## src/rtl/core/fdsp_pkg.sv

```systemverilog
// Shared types and constants of the decimal stream formatter.
package fdsp_pkg;

   localparam int MAX_DIGITS     = 10;
   localparam int COUNT_BITS     = 16;
   localparam int ARG_BITS       = 31;
   localparam int BCD_BITS       = 4 * MAX_DIGITS;
   localparam int DIGIT_CNT_BITS = $clog2(MAX_DIGITS + 1);
   localparam int BIT_CNT_BITS   = $clog2(ARG_BITS + 1);

   localparam logic [7:0] CHAR_PERCENT = 8'h25;
   localparam logic [7:0] CHAR_D       = 8'h64;
   localparam logic [7:0] CHAR_ZERO    = 8'h30;

   typedef struct packed {
      logic [7:0]          format_char;
      logic [ARG_BITS-1:0] argument;
   } req_type;

   typedef struct packed {
      logic [7:0]  out_char;
      logic        last_of_run;
      logic [15:0] emitted_count;
   } rsp_type;

   typedef struct packed {
      logic load;
      logic shift_digit;
   } conv_cmd_type;

   typedef struct packed {
      logic       done;
      logic       ovf;
      logic [3:0] top_digit;
   } conv_stat_type;

   typedef struct packed {
      logic       push;
      logic [7:0] out_char;
      logic       last;
   } out_push_type;

endpackage

```

## src/rtl/core/fdsp_bcd_conv.sv

```systemverilog
// Bit-serial binary to BCD converter with a digit-wide output shifter.
module fdsp_bcd_conv (
   input  logic                           clock,
   input  logic                           reset,
   input  fdsp_pkg::conv_cmd_type         cmd,
   input  logic [fdsp_pkg::ARG_BITS-1:0]  arg,
   output fdsp_pkg::conv_stat_type        stat
);

   logic [fdsp_pkg::ARG_BITS-1:0]     bin_ff, bin_in;
   logic [fdsp_pkg::BCD_BITS-1:0]     bcd_ff, bcd_in, bcd_adj;
   logic                              ovf_ff, ovf_in;
   logic [fdsp_pkg::BIT_CNT_BITS-1:0] cnt_ff, cnt_in;

   always_comb begin
      for (int i = 0; i < fdsp_pkg::MAX_DIGITS; i++) begin
         if (bcd_ff[4*i +: 4] >= 4'd5) begin
            bcd_adj[4*i +: 4] = bcd_ff[4*i +: 4] + 4'd3;
         end else begin
            bcd_adj[4*i +: 4] = bcd_ff[4*i +: 4];
         end
      end
   end

   always_comb begin
      bin_in = bin_ff;
      bcd_in = bcd_ff;
      ovf_in = ovf_ff;
      cnt_in = cnt_ff;
      if (cmd.load) begin
         bin_in = arg;
         bcd_in = '0;
         ovf_in = 1'b0;
         cnt_in = fdsp_pkg::BIT_CNT_BITS'(fdsp_pkg::ARG_BITS);
      end else if (cnt_ff != '0) begin
         bcd_in = {bcd_adj[fdsp_pkg::BCD_BITS-2:0], bin_ff[fdsp_pkg::ARG_BITS-1]};
         ovf_in = ovf_ff | bcd_adj[fdsp_pkg::BCD_BITS-1];
         bin_in = {bin_ff[fdsp_pkg::ARG_BITS-2:0], 1'b0};
         cnt_in = cnt_ff - 1'b1;
      end else if (cmd.shift_digit) begin
         bcd_in = {bcd_ff[fdsp_pkg::BCD_BITS-5:0], 4'd0};
      end
   end

   always_ff @(posedge clock) begin
      bin_ff <= bin_in;
      bcd_ff <= bcd_in;
      ovf_ff <= ovf_in;
      if (reset) begin
         cnt_ff <= '0;
      end else begin
         cnt_ff <= cnt_in;
      end
   end

   assign stat.done      = (cnt_ff == '0);
   assign stat.ovf       = ovf_ff;
   assign stat.top_digit = bcd_ff[fdsp_pkg::BCD_BITS-1 -: 4];

endmodule

```

## src/rtl/core/fdsp_out_stage.sv

```systemverilog
// Result register with the saturating count of emitted characters.
module fdsp_out_stage (
   input  logic                   clock,
   input  logic                   reset,
   input  fdsp_pkg::out_push_type push,
   output logic                   can_take,
   output logic                   rsp_valid,
   input  logic                   rsp_ready,
   output fdsp_pkg::rsp_type      rsp_data
);

   localparam logic [fdsp_pkg::COUNT_BITS-1:0] COUNT_MAX = '1;

   logic                            valid_ff;
   logic [fdsp_pkg::COUNT_BITS-1:0] total_ff, total_in;
   logic [fdsp_pkg::COUNT_BITS+15:0] total_wide;
   fdsp_pkg::rsp_type               data_ff;

   assign total_in   = (total_ff == COUNT_MAX) ? total_ff : total_ff + 1'b1;
   assign total_wide = {16'd0, total_in};
   assign can_take   = !valid_ff || rsp_ready;

   always_ff @(posedge clock) begin
      if (reset) begin
         valid_ff <= 1'b0;
         total_ff <= '0;
      end else if (push.push) begin
         valid_ff <= 1'b1;
         total_ff <= total_in;
      end else if (rsp_ready) begin
         valid_ff <= 1'b0;
      end
      if (push.push) begin
         data_ff.out_char      <= push.out_char;
         data_ff.last_of_run   <= push.last;
         data_ff.emitted_count <= total_wide[15:0];
      end
   end

   assign rsp_valid = valid_ff;
   assign rsp_data  = data_ff;

endmodule

```

## src/rtl/core/format_decimal_stream_printer_unit.sv

```systemverilog
// Top level of the decimal stream formatter: sequencing of echo and %d output.
//
// Each request transaction carries one format byte and an integer argument.
// An ordinary byte is echoed as one response transaction in the cycle after
// it is accepted. A '%' produces nothing and arms a pending flag; a following
// 'd' prints the argument in decimal, most significant digit first, with
// last_of_run set on the final digit (an echoed byte also has it set). Any
// other byte after '%' is dropped. emitted_count reports the saturating total
// of characters sent so far. An echoed, percent or dropped byte leaves the
// block idle, ready for the next request once the response register has room.
// A %d passes through the accept, the converter state (31 shift steps and a
// check that the bit count reached zero), the skip state, which drops leading
// zeros, and the emit state, which sends a digit whenever the response
// register has room; skipped zeros and digits always add up to ten. No new
// request is accepted until the last digit has gone into the response register.
// Reset clears the pending flag, the character count and the response valid.
// When the receiver stalls, the single response register holds its
// transaction and the block waits.
module format_decimal_stream_printer_unit (
   input  logic              clock,
   input  logic              reset,
   input  logic              req_valid,
   output logic              req_ready,
   input  fdsp_pkg::req_type req_data,
   output logic              rsp_valid,
   input  logic              rsp_ready,
   output fdsp_pkg::rsp_type rsp_data
);

   typedef enum logic [1:0] {
      ST_IDLE,
      ST_CONV,
      ST_SKIP,
      ST_EMIT
   } state_type;

   state_type                          state_ff, state_in;
   logic                               pending_ff, pending_in;
   logic [fdsp_pkg::DIGIT_CNT_BITS-1:0] remain_ff, remain_in;

   fdsp_pkg::conv_cmd_type  cmd;
   fdsp_pkg::conv_stat_type stat;
   fdsp_pkg::out_push_type  push;
   logic                    can_take;
   logic                    req_acc;

   fdsp_bcd_conv u_conv (
      .clock (clock),
      .reset (reset),
      .cmd   (cmd),
      .arg   (req_data.argument),
      .stat  (stat)
   );

   fdsp_out_stage u_out (
      .clock     (clock),
      .reset     (reset),
      .push      (push),
      .can_take  (can_take),
      .rsp_valid (rsp_valid),
      .rsp_ready (rsp_ready),
      .rsp_data  (rsp_data)
   );

   assign req_ready = (state_ff == ST_IDLE) && can_take;
   assign req_acc   = req_valid && req_ready;

   always_comb begin
      state_in         = state_ff;
      pending_in       = pending_ff;
      remain_in        = remain_ff;
      cmd.load         = 1'b0;
      cmd.shift_digit  = 1'b0;
      push.push        = 1'b0;
      push.out_char    = req_data.format_char;
      push.last        = 1'b1;
      unique case (state_ff)
         ST_IDLE: begin
            if (req_acc) begin
               if (!pending_ff) begin
                  if (req_data.format_char == fdsp_pkg::CHAR_PERCENT) begin
                     pending_in = 1'b1;
                  end else begin
                     push.push = 1'b1;
                  end
               end else begin
                  pending_in = 1'b0;
                  if (req_data.format_char == fdsp_pkg::CHAR_D) begin
                     cmd.load = 1'b1;
                     state_in = ST_CONV;
                  end
               end
            end
         end
         ST_CONV: begin
            remain_in = fdsp_pkg::DIGIT_CNT_BITS'(fdsp_pkg::MAX_DIGITS);
            if (stat.done) begin
               state_in = ST_SKIP;
            end
         end
         ST_SKIP: begin
            if (stat.top_digit == 4'd0 && !stat.ovf && remain_ff > 1) begin
               cmd.shift_digit = 1'b1;
               remain_in       = remain_ff - 1'b1;
            end else begin
               state_in = ST_EMIT;
            end
         end
         ST_EMIT: begin
            push.out_char = fdsp_pkg::CHAR_ZERO + {4'd0, stat.top_digit};
            push.last     = (remain_ff == 1);
            if (can_take) begin
               push.push       = 1'b1;
               cmd.shift_digit = 1'b1;
               remain_in       = remain_ff - 1'b1;
               if (remain_ff == 1) begin
                  state_in = ST_IDLE;
               end
            end
         end
         default: state_in = ST_IDLE;
      endcase
   end

   always_ff @(posedge clock) begin
      if (reset) begin
         state_ff   <= ST_IDLE;
         pending_ff <= 1'b0;
         remain_ff  <= '0;
      end else begin
         state_ff   <= state_in;
         pending_ff <= pending_in;
         remain_ff  <= remain_in;
      end
   end

   a_d_starts_conv: assert property (@(posedge clock) disable iff (reset)
      (req_acc && pending_ff && req_data.format_char == fdsp_pkg::CHAR_D)
      |=> (state_ff == ST_CONV))
      else $error("conversion did not start after a %%d");

   a_emit_remain: assert property (@(posedge clock) disable iff (reset)
      (state_ff == ST_EMIT) |-> (remain_ff != '0))
      else $error("digit emission with no digits left");

   a_pending_rise: assert property (@(posedge clock) disable iff (reset)
      $rose(pending_ff) |-> $past(req_acc && req_data.format_char == fdsp_pkg::CHAR_PERCENT))
      else $error("pending flag set without a percent byte");

   a_push_room: assert property (@(posedge clock) disable iff (reset)
      push.push |-> can_take)
      else $error("response pushed while the output register is full");

endmodule

```

## config.mk

```make
export PLATFORM = sky130hd
export DESIGN_NAME = format_decimal_stream_printer_unit
export DESIGN_NICKNAME = d
export VERILOG_FILES = /design/src/rtl/core/fdsp_pkg.sv /design/src/rtl/core/fdsp_bcd_conv.sv /design/src/rtl/core/fdsp_out_stage.sv /design/src/rtl/core/format_decimal_stream_printer_unit.sv
export SDC_FILE = /design/constraint.sdc
export NUM_CORES = 1
export LEC_CHECK = 0
export BUFFER_PORTS_ARGS = -buffer_cell sky130_fd_sc_hd__buf_2
export CORE_UTILIZATION = 40
export CTS_BUF_LIST = sky130_fd_sc_hd__clkbuf_16
export DETAILED_ROUTE_END_ITERATION = 12
export PLACE_DENSITY = 0.56
export SYNTH_ARGS = -nofsm -noshare
export SYNTH_HDL_FRONTEND = slang
export SYNTH_SLANG_ARGS = --single-unit
```

## constraint.sdc

```tcl
create_clock -name clock -period 5.2 [get_ports clock]
set_input_delay 1.04 -clock clock [delete_from_list [all_inputs] [get_ports clock]]
set_output_delay 1.04 -clock clock [all_outputs]
set_load 0.05 [all_outputs]
```

**Yosys cells after proc, flatten, opt, wreduce, memory -nomap -nowiden**

Index checks and enable logic that the tools add are counted.
Widths: inputs -> output; s select.

- Bits of input ports: 43
- Memories kept: 0
- ROM bits: 0
- Output and inout bits: 27
- Bits in writable memories: 0
- Word-level logic and storage cells: 115
- Register bits after elaboration: 126
- Bits in latches: 0

- Reductions and logical operators: 18
- Div/mod/pow operators: 0
- Add/subtract/negate cells: 14
- Shifts and indexed selects: 0
- Bitwise operators: 1
- Order comparisons: 11
- Equality and inequality tests: 15
- $mul: 0
- Muxes and demuxes: 44

Operators with widths:

| operator | number |
|---|---|
| $mux 40 | 2 |
| $mux 31 | 2 |
| $mux 4 | 12 |
| $add 4x2->4 const B | 10 |
| $ge 4x3->1 const B | 10 |
| $add 16x1->16 const B | 1 |
| $eq 16x16->1 const B | 1 |
| $mux 16 | 1 |
| $mux 2 | 7 |
| $ne 2x2->1 const B | 7 |
| $mux 1 | 13 |
| $pmux 4 s3 | 1 |
| $mux 5 | 2 |
| $mux 9 | 1 |
| $eq 8x6->1 const B | 1 |
| $eq 8x7->1 const B | 1 |
| $pmux 2 s4 | 1 |
| $add 6x4->7 const A | 1 |
| $reduce_and 7->1 | 1 |
| $reduce_bool 2->1 | 3 |
| $logic_not 5->1 | 1 |
| $reduce_bool 5->1 | 1 |
| $sub 5x1->5 const B | 1 |
| $eq 2x2->1 const B | 2 |
| 15 further kinds | 20 |

**Depth between registers and ports, before layout**

Gate-level depths: netlist (run 1).

- Depth in word-level cells: 7
- Gate-level depth with buffers: 9
- Gate-level depth less buffers: 7

**By module**

Synthesis (run 1) repeated with hierarchy kept, for this count alone.

- Cell total of the unflattened synthesis: 665
- Area total of the unflattened synthesis: 6989.2 sq um

Modules (own cells, without submodules):

| module | times used | cells an instance | area an instance (sq um) | seq. area each (sq um) |
|---|---|---|---|---|
| fdsp_bcd_conv | 1 | 407 | 4345.4 | 1851.8 |
| fdsp_out_stage | 1 | 171 | 1945.6 | 1091.0 |
| format_decimal_stream_printer_unit | 1 | 87 | 698.2 | 140.1 |

**Worst setup path before layout (run 1)**

No wires, ideal clock.

- Path type: input-to-reg
- From: input req_data[32] (netlist bit)
- To: register u_conv.bin_ff[0] (netlist bit) (enable)
- Arrival time: 2.798 ns
- Buffers on the path: 2
- Required time: 4.812 ns
- Cell stages on the path: 6
- Slack: 2.013 ns
- Library setup time: 0.388 ns
- Cell sequence: nor4b_2 > nand2_1 > or3_1 > buf_2 > buf_2 > nand2_1

- Cells in the longest elaborated chain, start to end: 6

RTL lines:

| element | RTL line | source |
|---|---|---|
| from (decl) | format_decimal_stream_printer_unit.sv:24 | `input fdsp_pkg::req_type req_data,` |
| $eq 8x7->1 | format_decimal_stream_printer_unit.sv:88 | `if (req_data.format_char == fdsp_pkg::CHAR_D) begin` |
| $mux 1 | format_decimal_stream_printer_unit.sv:88 |  |
| $mux 1 | format_decimal_stream_printer_unit.sv:80 | `if (!pending_ff) begin` |
| $mux 1 | format_decimal_stream_printer_unit.sv:79 | `if (req_acc) begin` |
| $mux 1 | format_decimal_stream_printer_unit.sv:77 | `unique case (state_ff)` |
| $reduce_bool 2->1 (no line) | n/a |  |
| to (signal assigned) | fdsp_bcd_conv.sv:46 | `bin_ff <= bin_in;` |
| to (decl) | fdsp_bcd_conv.sv:10 | `logic [fdsp_pkg::ARG_BITS-1:0] bin_ff, bin_in;` |

Every way passes these cells.
A chain may end at the register's enable or synchronous reset.

**Worst setup path after layout (run 1)**

- From: input rsp_ready
- To: output req_ready

- Cells in the longest elaborated chain, start to end: 2

RTL lines:

| element | RTL line | source |
|---|---|---|
| from (decl) | format_decimal_stream_printer_unit.sv:26 | `input logic rsp_ready,` |
| $logic_or 1x1->1 | fdsp_out_stage.sv:21 | `assign can_take = !valid_ff \|\| rsp_ready;` |
| $logic_and 1x1->1 | format_decimal_stream_printer_unit.sv:65 | `assign req_ready = (state_ff == ST_IDLE) && can_take;` |
| to (decl) | format_decimal_stream_printer_unit.sv:23 | `output logic req_ready,` |

Every way passes these cells.

==> summary.md, run 1 <==
| Metric | Value |
|---|---|
| Clk pwr share | `0.231` |
| Power density over the cells | `630 mW/mm2` |
| Port Buffer Count | `69` |
| Sequential fraction of the synthesis area | `0.455` |
| Max-slew violations | `0` |
| Clock skew | `10.3 ps` |
| Total number of vias | `5372` |
| Max-Slew Margin vs Limit | `0.365` |
| Synth top cells by count | `nand2_1, a21oi_1, dfxtp_1` |
| Setup TNS | `0 ps` |
| Run status | `completed` |
| Min-delay worst type | `register to register` |
| Final Cycle Share | `0.534` |
| Cell taking the most area after synthesis | `edfxtp_1` |
| Post-Route WL | `14.2 mm` |
| Main synth FF type | `dfxtp_1` |
| First-pass GRT wire length | `23.9 mm` |
| Routability cong. | `0.775` |
| Router iterations before antenna repair | `4` |
| Grt ovf | `0` |
| Share of cells above drive strength 1 | `0.151` |
| Chip width | `132 um` |
| DP HPWL | `9.14 mm` |
| EDFF count, synth | `56` |
| Switching fraction of total power | `0.380` |
| Synth Register Bits | `126` |
| CTS tree | `done` |
| DR vias/cell | `5.21` |
| Longest Clk Path Bufs | `2` |
| RSZ-0062 raised after global routing | `false` |
| YS warnings | `0` |
| Startpoint Class | `primary input` |
| H-Tree Depth | `4` |
| Internal power | `0.00306 W` |
| Fin util | `0.472` |
| Minimum clock period | `2780 ps` |
| DRT iter0 DRCs | `292` |
| Total CTS buffers | `17` |
| Die H | `132 um` |
| Synthesized area | `0.00677 mm2` |
| Clock-pin slew on the worst setup and hold paths | `50 ps` |
| Starting Density | `0.408` |
| Flop pwr share | `0.358` |
| Vias in the first global route | `5193` |
| Critical path arrival | `1740 ps` |
| Multi-input combinational cell area | `0.00337 mm2` |
| Cell variety after synth | `63` |
| Mean post-synth cell area | `9.14 um2` |
| Final setup margin | `2420 ps` |
| Post-CTS Setup Repair Bufs | `0` |
| Max rail drop VDD | `0.323 mV` |
| Leak Pwr | `3.31 nW` |
| I/O pin cnt | `70` |
| Critical path required time | `4160 ps` |
| Critical path class | `primary input to output pin` |
| # rows | `47` |
| Fin. Hold Viols | `0` |
| Critical path peak fanout | `5` |
| Post-route ant nets | `0` |
| Core area | `0.0166 mm2` |
| Worst Setup Slack post-DPL | `2030 ps` |
| Max frequency | `0.360 GHz` |
| DIE AREA | `0.0175 mm2` |
| Max-cap viol count | `0` |
| Switching power total | `0.00188 W` |
| Largest net degree at the start of global routing | `57` |
| DRC violations left | `0` |
| Combinational Power Share | `0.411` |
| Initial antenna violation count | `0` |
| Fill cell count | `1610` |
| Clock root buffer | `clkbuf_16` |
| CTS Sinks | `126` |
| Cts hold-fix bufs | `0` |
| Later-pin clock latency in the skew report | `420 ps` |
| Final setup fails | `0` |
| Diodes inserted | `0` |
| Ys async rst share | `0` |
| Layout area overhead | `15.6%` |
| Actual slew at the worst max-slew pin | `952 ps` |
| Tot GR Track Use | `0.171` |
| Ranking of synthesized cells by area | `edfxtp_1, dfxtp_1, nand2_1, a21oi_1, ha_1` |
| WHS | `500 ps` |
| # nets final | `871` |
| Most frequent cell after synthesis | `nand2_1` |
| Post-CTS Resized | `0` |
| Sequential cell area | `0.00308 mm2` |
| Synth top area share | `0.248` |
| Mapped Cells | `741` |
| Net Count, Synth | `813` |
| DR WL/cell | `13.8 um` |
| Worst setup EP type | `output pin` |
layout make-up:
cell class | instances | area share
Inverter | 37 | 0.0177
Clock inverter | 15 | 0.0181
Multi-Input combinational cell | 541 | 0.430
Sequential cell | 126 | 0.394
Tap cell | 220 | 0.0352
Timing Repair Buffer | 76 | 0.0508
Clock buffer | 17 | 0.0543
registers in the layout, summed over array words and instances, names as in the netlist:
name / cells
state_ff: 2
u_conv.bin_ff: 31
u_out.total_ff: 16
u_conv.ovf_ff: 1
u_out.rsp_valid: 1
u_conv.cnt_ff: 5
u_out.rsp_data: 25
u_conv.bcd_ff: 40
pending_ff: 1
remain_ff: 4
critical path, cell delays in order:
cell	delay [ps]
buf_2	100
nand2b_1	210
and2_1	190
buf_2	200
path summary, 6_finish.rpt:
path / startpoint / to / slack, ps / depth (start not counted)
hold reg to reg: u_conv.ovf_ff / u_conv.ovf_ff / 500 / 2
hold / removal: u_conv.ovf_ff / u_conv.ovf_ff / 500 / 2
setup / recovery: rsp_ready / req_ready / 2420 / 4
setup reg to reg: u_conv.cnt_ff[0] / u_conv.bcd_ff[4] / 2460 / 8
power groups by stage:
stage | Sequential (W) | Clock [W] | Combinational (W)
detailed placement | 0.00178 | 0 | 0.00205
global route | 0.00182 | 0.00121 | 0.00232
CTS | 0.00176 | 0.00118 | 0.00206
floorplan | 0.00174 | 0 | 0.00166
global placement | 0.00177 | 0 | 0.00199
finish | 0.00177 | 0.00114 | 0.00203
through the flow:
step / instance area, um2 / power, W / cells
floorplan: 6770 / 0.00340 / 741
global placement: 7260 / 0.00376 / 1000
detailed placement: 7260 / 0.00383 / 1000
CTS: 7830 / 0.00500 / 1032
global route: 7830 / 0.00535 / 1032
finish: 7830 / 0.00494 / 1032
logic make-up (layout without fill, tap and decap cells):
family                   after synthesis  count (layout)  share of synthesized area
adder cells (fa/ha/maj)               29              29                     0.0536
multiplexers                          29              29                     0.0441
XOR/XNOR                              26              26                     0.0336
AO/OA/AOI/OAI                        190             190                      0.169
flip-flops                           126             126                      0.455
AND/OR/NAND/NOR                      267             267                      0.196
buffers and inverters                 74             145                     0.0486
layer usage:
metal | share of wire | up-vias | track usage
met2 | 0.49 | 103 | 0.293
met3 | 0.036 | 13 | 0.0419
met5 | 0 | - | 0
met1 | 0.47 | 2505 | 0.202
met4 | 0.012 | 0 | 0.0743
li1 | - | 2751 | -
layout by cell type, fill, tap and decap left out, types with 17 or more instances in the layout:
master / synthesis / final
a21oi_1: 87 / 87
buf_2: 13 / 69
clkbuf_16: 0 / 17
dfxtp_1: 70 / 70
edfxtp_1: 56 / 56
ha_1: 29 / 29
inv_1: 36 / 41
mux2i_1: 22 / 22
nand2_1: 148 / 148
nor2_1: 28 / 28
o21ai_0: 40 / 40
xnor2_1: 20 / 20
Note: power is estimated with default switching activity, not from simulation.
==> inputs of run 2 (changes only) <==
- clock period: 5.2 -> 2.7 ns (I/O delays scaled with it)
==> summary.md, run 2 (synthesis gave the netlist of run 1 again) <==
| Metric | Value |
|---|---|
| Leak Pwr | `3.34 nW (was 3.31 nW)` |
| Post-CTS Resized | `0 (unchanged)` |
| Total number of vias | `5427 (was 5372)` |
| Most frequent cells in the layout | `nand2_1, a21oi_1, dfxtp_1, buf_2, edfxtp_1 (unchanged)` |
| CP max stage cell | `inv_2 (was nand2b_1)` |
| Core area | `0.0166 mm2 (unchanged)` |
| Tot GR Track Use | `0.178 (was 0.171)` |
| Cts hold-fix bufs | `0 (unchanged)` |
| CP Buf/Inv Count | `2 (unchanged)` |
| DR vias/cell | `5.24 (was 5.21)` |
| Initial antenna violation count | `0 (unchanged)` |
| CP peak stage delay | `500 ps (was 210 ps)` |
| Max rail drop VDD | `0.629 mV (was 0.323 mV)` |
| Crit path max-delay family | `buffers and inverters (was simple AND/OR/NAND/NOR gates)` |
| Min-delay worst type | `primary input to register (was register to register)` |
| Clock-pin slew on the worst setup and hold paths | `60 ps (was 50 ps)` |
| Startpoint Class | `register (was primary input)` |
| CTS tree | `done (unchanged)` |
| # nets final | `875 (was 871)` |
| Max-slew violations | `0 (unchanged)` |
| Fin util | `0.474 (was 0.472)` |
| Post-route ant nets | `0 (unchanged)` |
| Critical path peak fanout | `31 (was 5)` |
| DRT iter0 DRCs | `293 (was 292)` |
| Largest net degree at the start of global routing | `53 (was 57)` |
| Port Buffer Count | `69 (unchanged)` |
| H-Tree Depth | `4 (unchanged)` |
| Max-Slew Margin vs Limit | `0.563 (was 0.365)` |
| Critical path class | `register to register (was primary input to output pin)` |
| Run status | `completed (unchanged)` |
| Max-cap viol count | `0 (unchanged)` |
| Share of cells above drive strength 1 | `0.161 (was 0.151)` |
| Design Power | `0.00953 W (was 0.00494 W)` |
| Crit-path cells | `inv_1 > ha_1 > nor3b_1 > a31oi_4 > inv_2 > a21oi_1 > a311oi_1 (was buf_2 > nand2b_1 > and2_1 > buf_2)` |
| Post-Route WL | `14.8 mm (was 14.2 mm)` |
| Grt ovf | `0 (unchanged)` |
| Flop pwr share | `0.358 (about the same)` |
| Clk pwr share | `0.224 (was 0.231)` |
| Biggest register | `u_conv.bcd_ff (unchanged)` |
| Most common cell after layout, fill and taps aside | `nand2_1 (unchanged)` |
| Worst setup EP type | `register (was output pin)` |
| Switching power total | `0.00369 W (was 0.00188 W)` |
| DP HPWL | `9.62 mm (was 9.14 mm)` |
| Final setup fails | `0 (unchanged)` |
| Minimum clock period | `2280 ps` |
| Actual slew at the worst max-slew pin | `654 ps (was 952 ps)` |
| RSZ-0062 raised after global routing | `false (unchanged)` |
| Longest Clk Path Bufs | `2 (unchanged)` |
| I/O pin cnt | `70 (unchanged)` |
| # rows | `47 (unchanged)` |
| Max frequency | `0.438 GHz` |
| Switching fraction of total power | `0.387 (was 0.380)` |
| Total CTS buffers | `17 (unchanged)` |
| Setup TNS | `0 ps (unchanged)` |
| Largest register FFs | `40 (unchanged)` |
| Die H | `132 um (unchanged)` |
| WHS | `381 ps (was 500 ps)` |
| First-pass GRT wire length | `25.3 mm (was 23.9 mm)` |
| Post-CTS Setup Repair Bufs | `0 (unchanged)` |
| Vias in the first global route | `5371 (was 5193)` |
| Router iterations before antenna repair | `4 (unchanged)` |
| Critical path required time | `3020 ps (was 4160 ps)` |
| DRC violations left | `0 (unchanged)` |
| Critical path arrival | `2600 ps (was 1740 ps)` |
| Routability cong. | `0.732 (was 0.775)` |
| Later-pin clock latency in the skew report | `420 ps (about the same)` |
| DR WL/cell | `14.3 um (was 13.8 um)` |
| Chip width | `132 um (unchanged)` |
| Combinational Power Share | `0.418 (was 0.411)` |
| Final Cycle Share | `0.846` |
| DIE AREA | `0.0175 mm2 (unchanged)` |
| Starting Density | `0.408 (unchanged)` |
| Power density over the cells | `1210 mW/mm2 (was 630 mW/mm2)` |
| CTS Sinks | `126 (unchanged)` |
| Internal power | `0.00584 W (was 0.00306 W)` |
| Fin. Hold Viols | `0 (unchanged)` |
| Diodes inserted | `0 (unchanged)` |
| Layout area overhead | `16.1% (was 15.6%)` |
| Clock skew | `9.80 ps (was 10.3 ps)` |
| Clock root buffer | `clkbuf_16 (unchanged)` |
run 2: final timing paths:
check | startpoint | end | slack (ps) | cells past startpoint
setup / recovery | state_ff[0] | u_out.total_ff[15] | 420 | 7
hold / removal | req_data[22] | u_conv.bin_ff[22] | 380 | 3
setup reg to reg | state_ff[0] | u_out.total_ff[15] | 420 | 7
hold reg to reg | u_conv.ovf_ff | u_conv.ovf_ff | 490 | 2
run 2: area by class of cell:
class	count	area (um2)
Fill cell	1605	8720
Tap cell	220	275
Inverter	37	139
Multi-Input combinational cell	541	3370
Timing Repair Buffer	80	453
Clock buffer	17	425
Clock inverter	15	119
Sequential cell	126	3080
run 2: tightest hold or removal path, stage by stage:
cell     delay (ps)
buf_2            70
nand2_1          40
nand2_1          50
run 2: layer usage:
metal,GRT usage,part of all wire,wire length (um),up-vias
li1,-,-,-,2758
met1,0.216,0.46,6800,2567
met2,0.309,0.49,7310,85
met3,0.0411,0.035,518,17
met4,0.0601,0.013,196,0
met5,0,0,0,-
run 2: power by group through the flow:
stage | clock network [W] | logic, W | registers (W)
floorplan | 0 | 0.00320 | 0.00334
global placement | 0 | 0.00383 | 0.00341
global route | 0.00227 | 0.00454 | 0.00352
CTS | 0.00219 | 0.00404 | 0.00341
detailed placement | 0 | 0.00402 | 0.00344
finish | 0.00213 | 0.00398 | 0.00341
run 2: stage by stage:
| step | cell area [um2] | instances | worst slack [ps] |
|---|---|---|---|
| 2_1_floorplan | 6770 | 741 | 13.3 |
| 5_1_grt | 7860 | 1036 | 203 |
| 3_5_place_dp | 7320 | 1004 | 376 |
| 4_1_cts | 7860 | 1036 | 367 |
| 6_report | 7860 | 1036 | 416 |
| 3_3_place_gp | 7320 | 1004 | 422 |
